**src/rtl/core/lpp_pkg.sv**
```systemverilog
// Shared types, constants and the control-store program for the LED PWM phase packer.
// No dependencies; imported by every module under rtl/core.
package lpp_pkg;

	localparam int DEF_NUM_CHANNELS = 12;

	localparam logic CMD_SET  = 1'b0;
	localparam logic CMD_SEND = 1'b1;

	localparam logic [1:0]  TGT_MASK   = 2'd3;
	localparam logic [15:0] FULL_POWER = 16'hFFFF;

	// control store addressing
	localparam int          STEP_W     = 4;
	localparam logic [3:0]  UC_SELECT  = 4'd0;
	localparam logic [3:0]  UC_NEXT    = 4'd11;

	typedef enum logic [2:0] {
		BK_ON_LO,
		BK_OFF_LO,
		BK_ON_HI,
		BK_OFF_HI,
		BK_MASK_LO,
		BK_MASK_HI
	} byte_kind_t;

	typedef enum logic [1:0] {
		BR_SEQ,   // fall through
		BR_SKIP,  // jump to dest when the current group is not selected
		BR_LOOP,  // next group and jump to dest, fall through after the last group
		BR_END    // send finished
	} branch_t;

	typedef struct packed {
		logic       emit;
		byte_kind_t kind;
		logic [1:0] lane;
		logic [3:0] bidx;
		logic       last;
		branch_t    br;
		logic [3:0] dest;
	} uc_word_t;

	// sequencer -> byte path
	typedef struct packed {
		logic       adv;   // control word retires this cycle
		logic       emit;
		byte_kind_t kind;
		logic [1:0] lane;
		logic [3:0] bidx;
		logic       last;
		logic [1:0] grp;
	} lpp_ctl_t;

	function automatic uc_word_t uc_rom(input logic [STEP_W-1:0] step);
		uc_word_t w;
		case (step)
			4'd0:  w = '{1'b0, BK_ON_LO,   2'd0, 4'd0, 1'b0, BR_SKIP, UC_NEXT};
			4'd1:  w = '{1'b1, BK_ON_LO,   2'd0, 4'd0, 1'b0, BR_SEQ,  UC_SELECT};
			4'd2:  w = '{1'b1, BK_ON_LO,   2'd1, 4'd1, 1'b0, BR_SEQ,  UC_SELECT};
			4'd3:  w = '{1'b1, BK_ON_LO,   2'd2, 4'd2, 1'b0, BR_SEQ,  UC_SELECT};
			4'd4:  w = '{1'b1, BK_ON_LO,   2'd3, 4'd3, 1'b0, BR_SEQ,  UC_SELECT};
			4'd5:  w = '{1'b1, BK_OFF_LO,  2'd0, 4'd4, 1'b0, BR_SEQ,  UC_SELECT};
			4'd6:  w = '{1'b1, BK_OFF_LO,  2'd1, 4'd5, 1'b0, BR_SEQ,  UC_SELECT};
			4'd7:  w = '{1'b1, BK_OFF_LO,  2'd2, 4'd6, 1'b0, BR_SEQ,  UC_SELECT};
			4'd8:  w = '{1'b1, BK_OFF_LO,  2'd3, 4'd7, 1'b0, BR_SEQ,  UC_SELECT};
			4'd9:  w = '{1'b1, BK_ON_HI,   2'd0, 4'd8, 1'b0, BR_SEQ,  UC_SELECT};
			4'd10: w = '{1'b1, BK_OFF_HI,  2'd0, 4'd9, 1'b0, BR_SEQ,  UC_SELECT};
			4'd11: w = '{1'b0, BK_ON_LO,   2'd0, 4'd0, 1'b0, BR_LOOP, UC_SELECT};
			4'd12: w = '{1'b1, BK_MASK_LO, 2'd0, 4'd0, 1'b0, BR_SEQ,  UC_SELECT};
			4'd13: w = '{1'b1, BK_MASK_HI, 2'd0, 4'd1, 1'b1, BR_END,  UC_SELECT};
			default: w = '{1'b0, BK_ON_LO, 2'd0, 4'd0, 1'b0, BR_END,  UC_SELECT};
		endcase
		return w;
	endfunction

endpackage

```
**src/rtl/core/lpp_chan_store.sv**
```systemverilog
// Per-channel brightness registers with one write port, one read port and the enable mask.
// Depends on lpp_pkg.
module lpp_chan_store
	import lpp_pkg::*;
#(
	parameter int NUM_CHANNELS = DEF_NUM_CHANNELS
) (
	input  logic        clk,
	input  logic        arst_n,
	input  logic        wr_en,
	input  logic [3:0]  wr_ch,
	input  logic [15:0] wr_power,
	input  logic [3:0]  rd_ch,
	output logic [15:0] rd_power,
	output logic [15:0] mask
);

	localparam int CH_W = $clog2(NUM_CHANNELS);

	logic [15:0] pwr_q [NUM_CHANNELS];
	logic        wr_ok;
	logic        rd_ok;

	assign wr_ok = ({1'b0, wr_ch} < 5'(NUM_CHANNELS));
	assign rd_ok = ({1'b0, rd_ch} < 5'(NUM_CHANNELS));

	always_ff @(posedge clk or negedge arst_n) begin
		if (!arst_n) begin
			for (int i = 0; i < NUM_CHANNELS; i++) begin
				pwr_q[i] <= '0;
			end
		end else if (wr_en && wr_ok) begin
			pwr_q[wr_ch[CH_W-1:0]] <= wr_power;
		end
	end

	// slots past the last channel read as zero power
	assign rd_power = rd_ok ? pwr_q[rd_ch[CH_W-1:0]] : 16'h0000;

	for (genvar i = 0; i < 16; i++) begin : g_mask
		if (i < NUM_CHANNELS) begin : g_live
			assign mask[i] = |pwr_q[i];
		end else begin : g_none
			assign mask[i] = 1'b0;
		end
	end

endmodule

```
**src/rtl/core/lpp_sequencer.sv**
```systemverilog
// Step counter, group counter and branch logic walking the control-store program.
// Depends on lpp_pkg (program table, control word types).
module lpp_sequencer
	import lpp_pkg::*;
#(
	parameter int NUM_CHANNELS = DEF_NUM_CHANNELS
) (
	input  logic       clk,
	input  logic       arst_n,
	input  logic       start,
	input  logic [3:0] first_ch,
	input  logic [3:0] last_ch,
	input  logic       out_free,
	output logic       busy,
	output lpp_ctl_t   ctl
);

	localparam int         GROUPS_RAW = NUM_CHANNELS / 4;
	localparam int         NUM_GROUPS = (GROUPS_RAW > 3) ? 3 : GROUPS_RAW;
	localparam logic [1:0] LAST_GRP   = 2'(NUM_GROUPS - 1);

	logic [STEP_W-1:0] step_q;
	logic [1:0]        grp_q;
	logic              busy_q;
	logic [3:0]        first_q;
	logic [3:0]        last_q;
	uc_word_t          cw;
	logic              adv;
	logic              lo_ok;
	logic              hi_ok;
	logic              sel;

	assign cw  = uc_rom(step_q);
	assign adv = busy_q && (!cw.emit || out_free);

	assign lo_ok = (grp_q == 2'd0) || (last_q >= {grp_q, 2'b00});
	assign hi_ok = (grp_q == LAST_GRP) || (first_q <= {grp_q, 2'b11});
	assign sel   = lo_ok && hi_ok;

	always_ff @(posedge clk or negedge arst_n) begin
		if (!arst_n) begin
			step_q  <= UC_SELECT;
			grp_q   <= 2'd0;
			busy_q  <= 1'b0;
			first_q <= 4'd0;
			last_q  <= 4'd0;
		end else if (start) begin
			step_q  <= UC_SELECT;
			grp_q   <= 2'd0;
			busy_q  <= 1'b1;
			first_q <= first_ch;
			last_q  <= last_ch;
		end else if (adv) begin
			case (cw.br)
				BR_SEQ: begin
					step_q <= step_q + 1'b1;
				end
				BR_SKIP: begin
					step_q <= sel ? step_q + 1'b1 : cw.dest;
				end
				BR_LOOP: begin
					if (grp_q != LAST_GRP) begin
						grp_q  <= grp_q + 1'b1;
						step_q <= cw.dest;
					end else begin
						step_q <= step_q + 1'b1;
					end
				end
				BR_END: begin
					busy_q <= 1'b0;
					step_q <= UC_SELECT;
				end
				default: begin
					busy_q <= 1'b0;
				end
			endcase
		end
	end

	assign busy = busy_q;
	assign ctl  = '{adv, cw.emit, cw.kind, cw.lane, cw.bidx, cw.last, grp_q};

	a_grp_range: assert property (@(posedge clk) disable iff (!arst_n)
		busy_q |-> grp_q <= LAST_GRP)
		else $error("group counter past last group");

	a_end_idle: assert property (@(posedge clk) disable iff (!arst_n)
		adv && cw.br == BR_END |=> !busy_q)
		else $error("sequencer still busy after end step");

endmodule

```
**src/rtl/core/lpp_byte_path.sv**
```systemverilog
// Datapath: channel timing (on/off times), high-bit accumulators and frame byte select.
// Depends on lpp_pkg (control struct, byte kinds).
module lpp_byte_path
	import lpp_pkg::*;
(
	input  logic        clk,
	input  lpp_ctl_t    ctl,
	input  logic [15:0] rd_power,
	input  logic [15:0] mask,
	output logic [3:0]  rd_ch,
	output logic [7:0]  byte_data,
	output logic [1:0]  target
);

	logic        zero_p;
	logic        full_p;
	logic [16:0] ceil_sum;
	logic [9:0]  off_sum;
	logic [9:0]  on_t;
	logic [9:0]  off_t;
	logic [7:0]  on_hi_q;
	logic [7:0]  off_hi_q;
	logic        frame_kind;

	assign rd_ch = {ctl.grp, ctl.lane};

	assign zero_p   = (rd_power == 16'h0000);
	assign full_p   = (rd_power == FULL_POWER);
	// ceil(p/64), wrapped to 10 bits with the base
	assign ceil_sum = {1'b0, rd_power} + 17'd63;
	assign off_sum  = {ctl.grp, 8'h00} + ceil_sum[15:6];

	assign on_t  = full_p ? 10'd0 : {ctl.grp, 8'h00};
	assign off_t = zero_p ? {ctl.grp, 8'h01} : (full_p ? 10'h3FF : off_sum);

	// lane 0 ends in bits 7:6 after four shifts
	always_ff @(posedge clk) begin
		if (ctl.adv && ctl.emit && ctl.kind == BK_ON_LO) begin
			on_hi_q <= {on_hi_q[5:0], on_t[9:8]};
		end
		if (ctl.adv && ctl.emit && ctl.kind == BK_OFF_LO) begin
			off_hi_q <= {off_hi_q[5:0], off_t[9:8]};
		end
	end

	always_comb begin
		frame_kind = 1'b1;
		case (ctl.kind)
			BK_ON_LO:   byte_data = on_t[7:0];
			BK_OFF_LO:  byte_data = off_t[7:0];
			BK_ON_HI:   byte_data = on_hi_q;
			BK_OFF_HI:  byte_data = off_hi_q;
			BK_MASK_LO: begin
				byte_data  = mask[7:0];
				frame_kind = 1'b0;
			end
			BK_MASK_HI: begin
				byte_data  = mask[15:8];
				frame_kind = 1'b0;
			end
			default:    byte_data = 8'h00;
		endcase
	end

	assign target = frame_kind ? ctl.grp : TGT_MASK;

endmodule

```
**src/rtl/core/led_pwm_phase_packer.sv**
```systemverilog
// Top level of the LED PWM phase packer: stream ports, output register and glue.
// Depends on lpp_pkg, lpp_chan_store, lpp_sequencer, lpp_byte_path.
//
// Usage:
//  - Input stream (s_axis_*): tuser carries the command. A set word (command 0) writes
//    channel's brightness in the cycle it is accepted and produces nothing. A send word
//    (command 1) emits the timing frames of the selected groups, then two mask bytes.
//  - Output stream (m_axis_*): one byte per word; tuser is the target (0..2 group frame,
//    3 enable mask), tdata holds byte_index and data, tlast marks the mask high byte.
//  - Timing: a set never makes the input busy. A send is run by a 14-step microprogram,
//    one control word per cycle unless an emitting step waits for the output register:
//    a skipped group runs only its select and loop steps, a sent group runs every step
//    from select through loop, and the mask steps close the send. The first byte enters the
//    output register on the first emitting step, after the steps of any skipped groups.
//  - s_axis_tready is low while a send is being sequenced and rises at the edge that
//    loads the last byte, so a new word may be taken while that byte still waits downstream.
//  - Backpressure: the single output register holds its byte while m_axis_tready is low;
//    the sequencer freezes on any emitting step until the register frees up.
//  - Reset (arst_n low) clears all brightness values to zero, idles the sequencer and
//    drops m_axis_tvalid.
module led_pwm_phase_packer
	import lpp_pkg::*;
#(
	parameter int NUM_CHANNELS = DEF_NUM_CHANNELS
) (
	input  logic        clk,
	input  logic        arst_n,
	input  logic        s_axis_tvalid,
	output logic        s_axis_tready,
	input  logic [31:0] s_axis_tdata,  // channel[3:0], power[19:4], first_channel[23:20],
	                                   // last_channel[27:24], zero fill [31:28]
	input  logic        s_axis_tuser,  // command[0]
	output logic        m_axis_tvalid,
	input  logic        m_axis_tready,
	output logic [15:0] m_axis_tdata,  // byte_index[3:0], data[11:4], zero fill [15:12]
	output logic [1:0]  m_axis_tuser,  // target[1:0]
	output logic        m_axis_tlast   // last
);

	logic        s_fire;
	logic        busy;
	logic        out_free;
	logic        out_load;
	lpp_ctl_t    ctl;
	logic [3:0]  rd_ch;
	logic [15:0] rd_power;
	logic [15:0] mask;
	logic [7:0]  byte_data;
	logic [1:0]  target;

	logic        m_valid_q;
	logic [3:0]  m_bidx_q;
	logic [7:0]  m_data_q;
	logic [1:0]  m_tgt_q;
	logic        m_last_q;

	assign s_axis_tready = !busy;
	assign s_fire        = s_axis_tvalid && s_axis_tready;

	lpp_chan_store #(
		.NUM_CHANNELS(NUM_CHANNELS)
	) u_store (
		.clk      (clk),
		.arst_n   (arst_n),
		.wr_en    (s_fire && s_axis_tuser == CMD_SET),
		.wr_ch    (s_axis_tdata[3:0]),
		.wr_power (s_axis_tdata[19:4]),
		.rd_ch    (rd_ch),
		.rd_power (rd_power),
		.mask     (mask)
	);

	lpp_sequencer #(
		.NUM_CHANNELS(NUM_CHANNELS)
	) u_seq (
		.clk      (clk),
		.arst_n   (arst_n),
		.start    (s_fire && s_axis_tuser == CMD_SEND),
		.first_ch (s_axis_tdata[23:20]),
		.last_ch  (s_axis_tdata[27:24]),
		.out_free (out_free),
		.busy     (busy),
		.ctl      (ctl)
	);

	lpp_byte_path u_path (
		.clk       (clk),
		.ctl       (ctl),
		.rd_power  (rd_power),
		.mask      (mask),
		.rd_ch     (rd_ch),
		.byte_data (byte_data),
		.target    (target)
	);

	// output register: refilled in the same cycle the held word is taken
	assign out_free = !m_valid_q || m_axis_tready;
	assign out_load = ctl.adv && ctl.emit;

	always_ff @(posedge clk or negedge arst_n) begin
		if (!arst_n) begin
			m_valid_q <= 1'b0;
		end else if (out_load) begin
			m_valid_q <= 1'b1;
		end else if (m_axis_tready) begin
			m_valid_q <= 1'b0;
		end
	end

	always_ff @(posedge clk) begin
		if (out_load) begin
			m_bidx_q <= ctl.bidx;
			m_data_q <= byte_data;
			m_tgt_q  <= target;
			m_last_q <= ctl.last;
		end
	end

	assign m_axis_tvalid = m_valid_q;
	assign m_axis_tdata  = {4'h0, m_data_q, m_bidx_q};
	assign m_axis_tuser  = m_tgt_q;
	assign m_axis_tlast  = m_last_q;

	a_last_is_mask: assert property (@(posedge clk) disable iff (!arst_n)
		m_axis_tvalid && m_axis_tlast |-> m_axis_tuser == TGT_MASK)
		else $error("tlast on a non-mask byte");

	a_send_busy: assert property (@(posedge clk) disable iff (!arst_n)
		s_fire && s_axis_tuser == CMD_SEND |=> !s_axis_tready)
		else $error("send accepted but sequencer not running");

	a_no_overrun: assert property (@(posedge clk) disable iff (!arst_n)
		m_valid_q && !m_axis_tready |-> !out_load)
		else $error("output register overwritten while stalled");

	a_last_frees: assert property (@(posedge clk) disable iff (!arst_n)
		out_load && ctl.last |=> s_axis_tready)
		else $error("input not reopened after final byte");

endmodule
```
**config.mk**
```make
export PLATFORM = sky130hd
export DESIGN_NAME = led_pwm_phase_packer
export DESIGN_NICKNAME = d
export VERILOG_FILES = /design/src/rtl/core/lpp_pkg.sv /design/src/rtl/core/lpp_chan_store.sv /design/src/rtl/core/lpp_sequencer.sv /design/src/rtl/core/lpp_byte_path.sv /design/src/rtl/core/led_pwm_phase_packer.sv
export SDC_FILE = /design/constraint.sdc
export NUM_CORES = 1
export LEC_CHECK = 0
export BUFFER_PORTS_ARGS = -buffer_cell sky130_fd_sc_hd__buf_2
export CORE_MARGIN = 5
export CORE_UTILIZATION = 60
export DETAILED_ROUTE_END_ITERATION = 8
export PLACE_DENSITY = 0.75
export SLEW_MARGIN = 20
export SYNTH_ARGS = -nofsm -noshare
export SYNTH_HDL_FRONTEND = slang
export SYNTH_SLANG_ARGS = --single-unit
```
**constraint.sdc**
```tcl
create_clock -name clk -period 8.45 [get_ports clk]
set_clock_uncertainty 0.05 [all_clocks]
set_input_delay 1.2675 -clock clk [delete_from_list [all_inputs] [get_ports clk]]
set_output_delay 1.2675 -clock clk [all_outputs]
set_load 0.02 [all_outputs]
```
==> reports/qor.txt <==
Largest net degree at the start of global routing: 108
CTS tree: yes
Hold Path Class: register to register
Combinational family with the most area after synthesis: multiplexers
Mux contribution to synthesized area: 19.8%
Fin util: 66.8%
Clk sinks: 239
Syn_area_per_cell: 11.2 um^2
EDFF count, synth: 31
Startpoint types: register
Routed WL: 36.6 mm
Final min period: 5.56 ns
Hold Slack: 0.403 ns
RD Place Congestion: 0.973
Area Overhead vs Synth: 10.1%
Crit path buf inv count: 2
R2R Setup Slk: 2.89 ns
Post-Syn Area: 12700 um^2
Final #Nets: 1195
Initial core utilization: 60.7%
DRT Pass-1 Iters: 5
Postcts setup bufs: 0
Fillers: 1626
Worst-path clk slew: 0.06 ns
Worst path top cell family by delay: simple AND/OR/NAND/NOR gates
DRC viols: 0
Critical Path RT: 8.66 ns
Pwr per Cell Area: 377 nW/um^2
Synth Warn #: 0
CTS Hold Bufs: 0
Vias post-DR: 9959
Vias in the first global route: 9895
Die width: 155 um
Worst-margin pin slew: 1.16 ns
H-tree lvl count: 1
First-pass GRT wire length: 57.5 mm
Grt ovf: 0
Fin Setup TNS: 0 ns
Ant diodes: 0
CP Cell Sequence: inv_1, ha_1, nand2b_1, a21oi_1, buf_4, nor3_1, a31oi_1, nand4_1, nand2_1, or4_1, o21ai_1, nor2_1, xor2_1, ha_1, xnor2_1, xnor2_1, a31oi_1
Top cells by area, synth: dfrtp_1 41%, mux2_2 18%, edfxtp_1 7.3%
#FFs+latches synth: 239
Detail Route Antenna Nets: 0
Fraction of layout cells with a size suffix above 1: 28.6%
Non-filler cells, final: 1438
Compound-cell area share of the yosys netlist: 12.5%
Mapped Cells: 1136
Num ports: 58
Slew headroom: 22.2%
Max Cap Viol: 0
Clk_lat worst skew: 0.54 ns
Fmax: 180 MHz
PortBufs: 49
Leakage power: 6.34 nW
Site Rows: 53
Worst setup EP type: register
Die ar.: 24100 um^2
Core Region: 20900 um^2
Status: finished clean
Critical Path Fanout Max: 11
Synth Area in XOR/XNOR: 0.277%
Peak per-stage delay on the critical path: 0.89 ns
Worst path slowest cell: nor3_1
Most used DFF post-synth: dfrtp_1
Period utilization: 65.8%
Clock root buffer: clkbuf_16
Crit path kind: register to register
Simple-gate share of the synthesized area: 13.8%
Ys async rst share: 87.0%
Synth area leader: dfrtp_1
Worst IR Drop VDD: 232 uV
Detail Placement HPWL: 25.3 mm
Final number of hold-violating endpoints: 0
Final setup margin: 2.89 ns
Total GRT Usage: 30.4%
Cts repair resizes: 0
Final slew viol count: 0
Clk buf depth: 3
Synth Area in Adders: 1.38%
Top cell type's share of synthesized area: 41.1%
Initial antenna violation count: 0
Worst Path Arrival: 5.78 ns
Iter 0 DRT Violations: 1085
Total CTS buffers: 26
Die H: 155 um
WL/cell: 25.4 um
Sequential share of the synthesized area: 48.4%
Placed Cells: 1391
Number of vias per cell: 6.93
Pre-CTS setup slack: 3.06 ns
RSZ-0062 raised after global routing: no
Final Setup Violations: 0
Netlist cell types: 80
==> routing by layer <==
layer	track usage, %	wire (um)	up-vias
met5	0	0	-
met4	13.9	1820	0
met3	5.56	3250	130
met2	47.3	16700	603
met1	41.9	14700	4919
li1	-	-	4307
==> kinds of logic (layout without fill, tap and decap cells) <==
group                    Yosys count  after routing
adder cells (fa/ha/maj)           14             14
flip-flops                       239            239
AND/OR/NAND/NOR                  319            319
multiplexers                     226            226
buffers and inverters            110            134
AO/OA/AOI/OAI                    223            223
XOR/XNOR                           4              4
other                              1              4
==> report_power, final <==
group          total [mW]  switching, mW  leakage (nW)  internal (mW)
sequential           1.74          0.234          3.10           1.51
combinational        2.29           1.50          2.79          0.788
clock                1.22          0.473         0.455          0.749
total                5.26           2.21          6.34           3.05
==> registers in the layout, indices dropped and copies added (netlist names) <==
name,flops
u_store.pwr_q,192
m_data_q,8
u_path.off_hi_q,8
u_path.on_hi_q,8
m_bidx_q,4
u_seq.first_q,4
u_seq.last_q,4
u_seq.step_q,4
m_axis_tuser,2
u_seq.grp_q,2
m_axis_tlast,1
m_axis_tvalid,1
u_seq.busy,1
==> cell usage in the layout, fill, tap and decap left out, types with 15 or more instances in the layout <==
master       n
a21oi_1     34
a221oi_1    15
buf_2       48
buf_4       17
clkbuf_16   27
dfrtp_1    208
edfxtp_1    31
inv_1       20
mux2_2     201
mux2i_1     25
nand2_1     63
nand3_1     45
nand4_1     23
nor2_1      53
nor4_1      52
o21ai_0     46
==> path summary, 6_finish.rpt <==
| kind | startpoint | endpoint | depth (start not counted) |
|---|---|---|---|
| min in group asynchronous | arst_n | u_seq.first_q[1] | 1 |
| worst min-delay path | u_path.off_hi_q[0] | u_path.off_hi_q[2] | 0 |
| max in group asynchronous | arst_n | u_store.pwr_q[120] | 2 |
| worst min register to register | u_path.off_hi_q[0] | u_path.off_hi_q[2] | 0 |
| worst max register to register | u_seq.step_q[0] | u_path.off_hi_q[1] | 17 |
| worst max-delay path | u_seq.step_q[0] | u_path.off_hi_q[1] | 17 |
==> cell usage after synthesis (all sizes together) (6+ instances only) <==
| library cell | instances |
|---|---|
| nor4 | 57 |
| mux2i | 25 |
| nand2 | 65 |
| o21ai | 48 |
| edfxtp | 31 |
| o22ai | 9 |
| o32ai | 6 |
| buf | 32 |
| ha | 14 |
| nor2b | 9 |
| a221o | 6 |
| mux2 | 201 |
| and3 | 6 |
| a211oi | 12 |
| a221oi | 15 |
| a31oi | 13 |
| nor3 | 15 |
| nand3 | 45 |
| or3 | 8 |
| a21oi | 36 |
| a211o | 7 |
| a21o | 7 |
| nand2b | 11 |
| o211ai | 7 |
| nand4 | 23 |
| and2 | 12 |
| dfrtp | 208 |
| nor2 | 53 |
| inv | 21 |
| clkbuf | 57 |
==> layout make-up <==
cell class	instances	area (um^2)	area share, %
Sequential cell	239	6140	44.0
Multi-Input combinational cell	790	6080	43.6
Clock buffer	36	759	5.45
Timing Repair Buffer	66	382	2.74
Tap cell	275	344	2.47
Clock inverter	11	163	1.17
Inverter	21	78.8	0.565
==> per-stage QoR <==
| step | area, um^2 | power, mW |
|---|---|---|
| 2_1_floorplan | 12700 | 3.23 |
| 5_1_grt | 13900 | 5.49 |
| 4_1_cts | 13900 | 5.18 |
| 6_report | 13900 | 5.26 |
| 3_5_place_dp | 13000 | 3.96 |
| 3_3_place_gp | 13000 | 3.90 |
Power figures use the tool's default switching activity.
